### src/rtl/core/argbtb_pkg.sv
// Package for the ARGB tint and alpha blend unit.
// Holds register indexes, channel constants and the divide-by-255 helper.
// No dependencies.
`default_nettype none

package argbtb_pkg;

	localparam int unsigned CH_W      = 8;
	localparam int unsigned PIX_W     = 32;
	localparam int unsigned CFG_W     = 24;
	localparam int unsigned NUM_CH    = 3;

	// Register indexes of the configuration port
	typedef enum logic [0:0] {
		CFG_TINT_ENABLE = 1'b0,
		CFG_TINT_COLOR  = 1'b1
	} cfg_idx_t;

	localparam logic [CFG_W-1:0] TINT_COLOR_RESET = 24'hFFFFFF;

	// Reciprocal of 3 in Q11: floor(x * 683 / 2048) == floor(x / 3) for x <= 765
	localparam logic [9:0] RECIP3_Q11 = 10'd683;

	typedef logic [CH_W-1:0] chan_t;

	// floor(x / 255), exact for x below 65280
	function automatic chan_t div255(input logic [15:0] x);
		logic [16:0] t;
		t = {1'b0, x} + 17'(x[15:8]) + 17'd1;
		return t[15:8];
	endfunction

endpackage

`default_nettype wire

### src/rtl/core/argb_tint_alpha_blend_unit.sv
// Top level of the ARGB8888 tint and alpha blend unit.
// Depends on argbtb_pkg for register indexes, constants and div255.
// Six-stage pipeline, one pixel per clock unless the output stream stalls it.
`default_nettype none

// Usage:
//   Slave stream s_axis_*: one beat carries a destination and a source pixel,
//   both 0xAARRGGBB. Master stream m_axis_*: one blended pixel per input beat,
//   in order, alpha copied from the destination.
//   Configuration port: cfg_wen with cfg_index 0 writes tint_enable (bit 0),
//   index 1 writes tint_color (0xRRGGBB). Write only while the pipe is empty.
//   Throughput: one beat per clock unless m_axis_tready holds the output;
//   every stage holds its own valid bit and loads whenever it is empty or
//   the stage after it moves on, so bubbles collapse and the input side
//   keeps taking beats while a result waits.
//   Stages: s1 input register and grey sum, s2 grey by reciprocal multiply,
//   s3 tint multiplies, s4 tint scaling and signed channel difference,
//   s5 difference times alpha, s6 signed divide by 255 and final add.
//   Reset: arst_n clears all valid bits, tint_enable to 0 and tint_color
//   to 0xFFFFFF. When m_axis_tready is low the output beat holds, the stages
//   behind it fill up, and then s_axis_tready drops; nothing is lost or
//   repeated.

module argb_tint_alpha_blend_unit
	import argbtb_pkg::*;
(
	input  wire logic              clk,
	input  wire logic              arst_n,
	// configuration write port
	input  wire logic              cfg_wen,
	input  wire logic [0:0]        cfg_index,
	input  wire logic [CFG_W-1:0]  cfg_wdata,
	// input stream
	input  wire logic              s_axis_tvalid,
	output logic                   s_axis_tready,
	input  wire logic [63:0]       s_axis_tdata,  // [31:0] dest_pixel, [63:32] source_pixel
	// output stream
	output logic                   m_axis_tvalid,
	input  wire logic              m_axis_tready,
	output logic [PIX_W-1:0]       m_axis_tdata   // [31:0] blended_pixel
);

	// Configuration registers
	logic              tint_enable_q;
	logic [CFG_W-1:0]  tint_color_q;

	always_ff @(posedge clk or negedge arst_n) begin
		if (!arst_n) begin
			tint_enable_q <= 1'b0;
			tint_color_q  <= TINT_COLOR_RESET;
		end else if (cfg_wen) begin
			case (cfg_idx_t'(cfg_index))
				CFG_TINT_ENABLE: tint_enable_q <= cfg_wdata[0];
				CFG_TINT_COLOR:  tint_color_q  <= cfg_wdata;
				default: ;
			endcase
		end
	end

	// Per-stage valid and load enables
	logic v_s1, v_s2, v_s3, v_s4, v_s5, v_s6;
	logic ld1, ld2, ld3, ld4, ld5, ld6;

	assign ld6 = !v_s6 || m_axis_tready;
	assign ld5 = !v_s5 || ld6;
	assign ld4 = !v_s4 || ld5;
	assign ld3 = !v_s3 || ld4;
	assign ld2 = !v_s2 || ld3;
	assign ld1 = !v_s1 || ld2;

	assign s_axis_tready = ld1;

	always_ff @(posedge clk or negedge arst_n) begin
		if (!arst_n) begin
			v_s1 <= 1'b0;
			v_s2 <= 1'b0;
			v_s3 <= 1'b0;
			v_s4 <= 1'b0;
			v_s5 <= 1'b0;
			v_s6 <= 1'b0;
		end else begin
			if (ld1) v_s1 <= s_axis_tvalid;
			if (ld2) v_s2 <= v_s1;
			if (ld3) v_s3 <= v_s2;
			if (ld4) v_s4 <= v_s3;
			if (ld5) v_s5 <= v_s4;
			if (ld6) v_s6 <= v_s5;
		end
	end

	// Stage 1: capture pixels, sum source colour channels
	logic [PIX_W-1:0] dst_s1, src_s1;
	logic [9:0]       sum_s1;
	logic             en_s1;

	always_ff @(posedge clk) begin
		if (ld1) begin
			dst_s1 <= s_axis_tdata[31:0];
			src_s1 <= s_axis_tdata[63:32];
			en_s1  <= tint_enable_q;
			sum_s1 <= 10'(s_axis_tdata[39:32]) + 10'(s_axis_tdata[47:40])
			        + 10'(s_axis_tdata[55:48]);
		end
	end

	// Stage 2: grey = sum / 3 through the Q11 reciprocal
	logic [PIX_W-1:0] dst_s2, src_s2;
	chan_t            grey_s2;
	logic             en_s2;
	logic [19:0]      grey_prod;

	assign grey_prod = 20'(sum_s1) * 20'(RECIP3_Q11);

	always_ff @(posedge clk) begin
		if (ld2) begin
			dst_s2  <= dst_s1;
			src_s2  <= src_s1;
			en_s2   <= en_s1;
			grey_s2 <= grey_prod[18:11];
		end
	end

	// Stage 3: tint channel times grey
	logic [PIX_W-1:0] dst_s3, src_s3;
	logic [15:0]      tprod_s3 [NUM_CH];
	logic             en_s3;

	always_ff @(posedge clk) begin
		if (ld3) begin
			dst_s3 <= dst_s2;
			src_s3 <= src_s2;
			en_s3  <= en_s2;
			for (int i = 0; i < NUM_CH; i++) begin
				tprod_s3[i] <= 16'(tint_color_q[i*CH_W +: CH_W]) * 16'(grey_s2);
			end
		end
	end

	// Stage 4: pick plain or tinted source colour, take signed difference
	logic [PIX_W-1:0]  dst_s4;
	chan_t             alpha_s4;
	logic signed [8:0] diff_s4 [NUM_CH];
	chan_t             sc [NUM_CH];

	always_comb begin
		for (int i = 0; i < NUM_CH; i++) begin
			sc[i] = en_s3 ? div255(tprod_s3[i]) : src_s3[i*CH_W +: CH_W];
		end
	end

	always_ff @(posedge clk) begin
		if (ld4) begin
			dst_s4   <= dst_s3;
			alpha_s4 <= src_s3[31:24];
			for (int i = 0; i < NUM_CH; i++) begin
				diff_s4[i] <= $signed({1'b0, sc[i]}) - $signed({1'b0, dst_s3[i*CH_W +: CH_W]});
			end
		end
	end

	// Stage 5: difference times source alpha
	logic [PIX_W-1:0]   dst_s5;
	logic signed [17:0] bprod_s5 [NUM_CH];

	always_ff @(posedge clk) begin
		if (ld5) begin
			dst_s5 <= dst_s4;
			for (int i = 0; i < NUM_CH; i++) begin
				bprod_s5[i] <= 18'(diff_s4[i]) * 18'($signed({1'b0, alpha_s4}));
			end
		end
	end

	// Stage 6: divide by 255 toward zero, add back to destination
	logic [PIX_W-1:0]   out_s6;
	logic [PIX_W-1:0]   res;
	logic signed [17:0] mag [NUM_CH];
	chan_t              q [NUM_CH];

	always_comb begin
		res = {dst_s5[31:24], 24'd0};
		for (int i = 0; i < NUM_CH; i++) begin
			mag[i] = bprod_s5[i][17] ? -bprod_s5[i] : bprod_s5[i];
			q[i]   = div255(mag[i][15:0]);
			res[i*CH_W +: CH_W] = bprod_s5[i][17] ? dst_s5[i*CH_W +: CH_W] - q[i]
			                                      : dst_s5[i*CH_W +: CH_W] + q[i];
		end
	end

	always_ff @(posedge clk) begin
		if (ld6) begin
			out_s6 <= res;
		end
	end

	assign m_axis_tvalid = v_s6;
	assign m_axis_tdata  = out_s6;

endmodule

`default_nettype wire

### config.mk
export PLATFORM = sky130hd
export DESIGN_NAME = argb_tint_alpha_blend_unit
export DESIGN_NICKNAME = d
export VERILOG_FILES = /design/src/rtl/core/argbtb_pkg.sv /design/src/rtl/core/argb_tint_alpha_blend_unit.sv
export SDC_FILE = /design/constraint.sdc
export NUM_CORES = 2
export LEC_CHECK = 0
export BUFFER_PORTS_ARGS = -buffer_cell sky130_fd_sc_hd__buf_2
export CAP_MARGIN = 20
export CORE_AREA = 2 2 305 307
export DETAILED_ROUTE_END_ITERATION = 7
export DIE_AREA = 0 0 307 309
export PLACE_DENSITY = 0.6
export SLEW_MARGIN = 30
export SYNTH_ARGS = -nofsm -noshare
export SYNTH_HDL_FRONTEND = slang
export SYNTH_SLANG_ARGS = --single-unit
export TNS_END_PERCENT = 5
### constraint.sdc
create_clock -name clk -period 7.8 [get_ports clk]
set_input_delay 1.17 -clock clk [delete_from_list [all_inputs] [get_ports clk]]
set_output_delay 1.17 -clock clk [all_outputs]
set_load 0.01 [all_outputs]
Word-level counts from Yosys, hierarchy flattened --
Memory sizes are Yosys's and may differ from the RTL's. Index checks and enable logic that the tools add are counted.
Storage, ports and cells: register bits 348, bits in latches 0, bits in writable memories 129, ROM bits 0, bits of input ports 94, output and inout bits 34, logic and storage cells 89, memories kept 3
Cells by class: add/sub/neg operators 26, $mul 7, divide/modulo/power cells 0, $lt $le $gt $ge 0, eq/ne operators 0, shift-type cells 0, muxes and demuxes 15, bitwise operators 1, reductions and logical operators 14
Memory list:
- bprod_s5 | depth 3, bits a word 18, rd ports 3, clocked after memory_dff 0, write ports 3, line argb_tint_alpha_blend_unit.sv:163 | logic signed [17:0] bprod_s5 [NUM_CH];
- tprod_s3 | depth 3, bits a word 16, rd ports 3, clocked after memory_dff 0, write ports 3, line argb_tint_alpha_blend_unit.sv:125 | logic [15:0] tprod_s3 [NUM_CH];
- diff_s4 | depth 3, bits a word 9, rd ports 3, clocked after memory_dff 0, write ports 3, line argb_tint_alpha_blend_unit.sv:142 | logic signed [8:0] diff_s4 [NUM_CH];
Operator list (number):
- $add A16 B1 Y16 const B | 6
- $add A16 B8 Y16 | 6
- $mul A9 B9 Y18 | 3
- $mul A8 B8 Y16 | 3
- $mux W16 | 3
- $mux W8 | 6
- $neg A16 Y16 | 3
- $sub A8 B8 Y9 | 3
- $add A8 B8 Y8 | 3
- $sub A8 B8 Y8 | 3
- $mul A10 B10 Y19 const B | 1
- $add A9 B8 Y10 | 1
- $add A8 B8 Y9 | 1
- $logic_not A1 Y1 | 6
- $logic_or A1 B1 Y1 | 6
- $mux W1 | 6
- $reduce_and A2 Y1 | 2
- $not A1 Y1 | 1

Longest topological paths before layout --
word-level depth 7, depth in mapped cells 25, depth with buffers taken out 23

Worst setup path before layout --
OpenSTA, ideal clock, no wires.
path type input -> output, from in m_axis_tready, to out s_axis_tready, arrival time 5.454 ns, slack 1.176 ns, stages 4, buffers on the path 0, cell sequence nor2b_1 nand3_1 nor2_1 nand3_1
Between the ends: longest elaborated chain between the ends 6
RTL lines:
- start: declaration | line argb_tint_alpha_blend_unit.sv:39 | input wire logic m_axis_tready,
- $logic_or A1 B1 Y1 | line argb_tint_alpha_blend_unit.sv:64 | assign ld6 = !v_s6 || m_axis_tready;
- $logic_or A1 B1 Y1 | line argb_tint_alpha_blend_unit.sv:65 | assign ld5 = !v_s5 || ld6;
- $logic_or A1 B1 Y1 | line argb_tint_alpha_blend_unit.sv:66 | assign ld4 = !v_s4 || ld5;
- via ld4 | line argb_tint_alpha_blend_unit.sv:62 | logic ld1, ld2, ld3, ld4, ld5, ld6;
- $logic_or A1 B1 Y1 | line argb_tint_alpha_blend_unit.sv:67 | assign ld3 = !v_s3 || ld4;
- $logic_or A1 B1 Y1 | line argb_tint_alpha_blend_unit.sv:68 | assign ld2 = !v_s2 || ld3;
- $logic_or A1 B1 Y1 | line argb_tint_alpha_blend_unit.sv:69 | assign ld1 = !v_s1 || ld2;
- end: declaration | line argb_tint_alpha_blend_unit.sv:35 | output logic s_axis_tready,
The timed path passes the listed nets, and every way through them passes these cells.

==> key figures <==
Outcome
  – Status: complete, no violations

Timing
  – Unrepaired setup endpoints after global routing: false
  – Fmax: 170 MHz
  – Final worst path period need: 5880 ps
  – Fin. max-slew vios: 0
  – Fin crit share: 75.4%
  – Worst Skew: 56.7 ps
  – Final setup fails: 0
  – Slew @ Worst Pin: 929 ps
  – Final Hold Fails: 0
  – Setup TNS: 0 ps
  – Rel. slew slack: 37.9%

Worst setup path
  – WP data required: 8190 ps
  – Slowest-stage cell, CP: o21bai_1
  – Crit Path Category: flip-flop to flip-flop
  – Crit path launch type: flip-flop
  – Most used cell, CP: a21o_1
  – Largest delay share family, worst path: compound AO/OA/AOI/OAI gates
  – CP Buf/Inv Count: 0
  – Crit path cell chain: or4_1 -> or3_1 -> o41ai_1 -> xnor2_1 -> ha_1 -> nand2_1 -> a2111o_1 -> o21bai_1 -> a21o_1 -> a22oi_1 -> xor2_1 -> ha_1 -> a21o_1 -> a21o_1 -> a21o_1 -> a21oi_1 -> o21ai_0 -> xnor2_1 -> xnor2_1
  – Worst Path Max Fanout: 12
  – Crit. End Element: flip-flop
  – Arrival time worst endpoint: about 6300 ps
  – Max incr delay on CP: 740 ps

Logic synthesis
  – FF+latch count, synth: 474
  – Sequential area share after synthesis: around two fifths
  – Post-Syn Instances: 3200
  – Syn. warnings: 0
  – Area share of fa/ha/maj cells after synthesis: between 30% and 40%
  – Most numerous cell in the Yosys netlist: inv_1
  – Post-synthesis compound-gate area fraction: 6.50%
  – Dominant synthesized flop cell: edfxtp_1
  – Largest area contributor in the netlist: edfxtp_1
  – Xor/xnor share of the synthesized area: 5.06%
  – Area contributors post-synth: edfxtp_1, fa_1, ha_1, inv_1, and2_1
  – Syn Nets: 3983
  – Post-synthesis mux area share: 0.920%
  – Largest family of logic cells by synthesized area: adder cells
  – Synth cell count leaders: inv_1, edfxtp_1, ha_1
  – Post-Synth Simple-Gate Area: 11.6%
  – Post-Syn Area: approximately 0.036 mm2
  – Synth top area share: 36.6%
  – Yosys cell types: 81
  – Average size of a mapped cell: 11.3 um2
  – Number of flops mapped to enable cells by yosys: 443
  – Post-synth ARST share: approximately 6.5%

CTS
  – Resized Gates After CTS: 0
  – Clock Latency Late Sink: 650 ps
  – Clock Pin Slew Worst Setup and Hold Paths: 60 ps
  – CTS tree: built
  – CTS Buf Count: 54
  – Clock sink count: 474
  – Clock root cell: clkbuf_16
  – Max Buffers Root-to-Sink: 3
  – Cts hold-fix bufs: 0
  – H-tree lvl count: 2
  – Post-CTS Setup Repair Bufs: 0

Floorplan
  – I/O pin cnt: 128
  – Initial Utilization: 39.7%
  – Die width: 307 um
  – Die Y: 309 um
  – Core area: around 0.09 mm2
  – Die area: 0.0949 mm2
  – # rows: around 110

Job
  – Max-Cap Viols: 0

Place
  – Routability Congestion: 0.810
  – Port bufs: between 100 and 150
  – Detail Placement HPWL: 55.1 mm

Hold path
  – Worst min path class: flip-flop to flip-flop

Cells and area
  – Register Area: 0.0141 mm2
  – Multi-input logic area: 0.0198 mm2
  – Util after Layout: between 40 and 50%
  – Final nets: 4109
  – Share of cells above drive strength 1: 9.70%
  – Layout filler cell count: 8585
  – Area growth, synth to finish: 10.9%

Drt
  – ANT nets after route: 0
  – Drt pass-1 iters: 5
  – Vias: 22100
  – Post-route DRC violation count: 0
  – Initial DRC count: 1016
  – WL per Instance: 15.9 um
  – WL final: 72.5 mm
  – Vias per std cell: 4.85

Global routing
  – Initial antenna violation count: 1
  – First-pass GRT wire length: around 120 mm
  – Vias in the first global route: 22800
  – Grt total ovfl: 0
  – Largest net degree at the start of global routing: roughly 70
  – Total track usage: around 16%
metal layers:
| layer | track usage [%] | part of all wire [%] | vias up |
|---|---|---|---|
| li1 | - | - | 10900 |
| met5 | 0 | 0 | - |
| met3 | 2.31 | 3.5 | 88 |
| met4 | 4.25 | 2.4 | 0 |
| met2 | 26.3 | 47 | 293 |
| met1 | 21.9 | 47 | 10900 |
cell type report:
class | count | share of cell area (%)
Antenna cell | 1 | 0.00622
Multi-Input combinational cell | 2094 | 49.3
Tap cell | 1186 | 3.69
Clock buffer | 58 | 3.39
Timing Repair Buffer | 143 | 1.94
Sequential cell | 474 | 35.0
Clock inverter | 43 | 1.41
Inverter | 559 | 5.22
sequential cells by signal, summed over array words and instances (netlist names), 24 cells and up:
signal and cells:
bprod_s5 51, tint_color_q 24, tprod_s3 48, dst_s1 32
src_s2 32, diff_s4 27, dst_s2 32, m_axis_tdata 32
dst_s4 32, dst_s3 32, src_s1 32, dst_s5 32
src_s3 32
cells in the final DEF, fill, tap and decap left out, types with 20 or more instances in the layout:
cell type,count
o21ai_0,66
nor2_1,101
nand3_1,31
ha_1,365
edfxtp_1,443
o31ai_1,20
nand2_1,236
xor2_1,59
nor2b_1,20
xnor2_1,147
a21o_1,24
inv_1,557
fa_1,324
dfstp_2,24
a21oi_1,99
clkbuf_16,54
nor3_1,38
buf_2,127
and2_1,265
mux2_2,25
nand2b_1,21
path summary, 6_finish.rpt:
kind,slack [ps],from,cells past startpoint,endpoint
max,1920,bprod_s5[0][47],19,m_axis_tdata[23]
min,410,dst_s4[23],0,dst_s5[23]
max in group asynchronous,6730,arst_n,1,v_s3
min reg2reg,410,dst_s4[23],0,dst_s5[23]
max reg2reg,1920,bprod_s5[0][47],19,m_axis_tdata[23]
min in group asynchronous,600,arst_n,1,v_s1
cell families after synthesis:
group / count (synthesis)
compound gates: 353
simple gates: 814
mux: 30
xor+xnor: 208
flops: 474
fa+ha+maj: 689
buf+inv: 632
metrics by stage:
step	area (um2)	worst slack [ps]	hold WS, ps	instances
2_1_floorplan	36300	1180	400	3200
3_3_place_gp	38300	2020	400	4453
3_5_place_dp	38300	1970	405	4455
4_1_cts	40200	1950	393	4556
5_1_grt	40300	1630	403	4558
6_report	40300	1920	408	4558
Power is left out: the tool's default activity adds up to more than one toggle a clock period on the data nets, which glitch-free logic cannot reach.
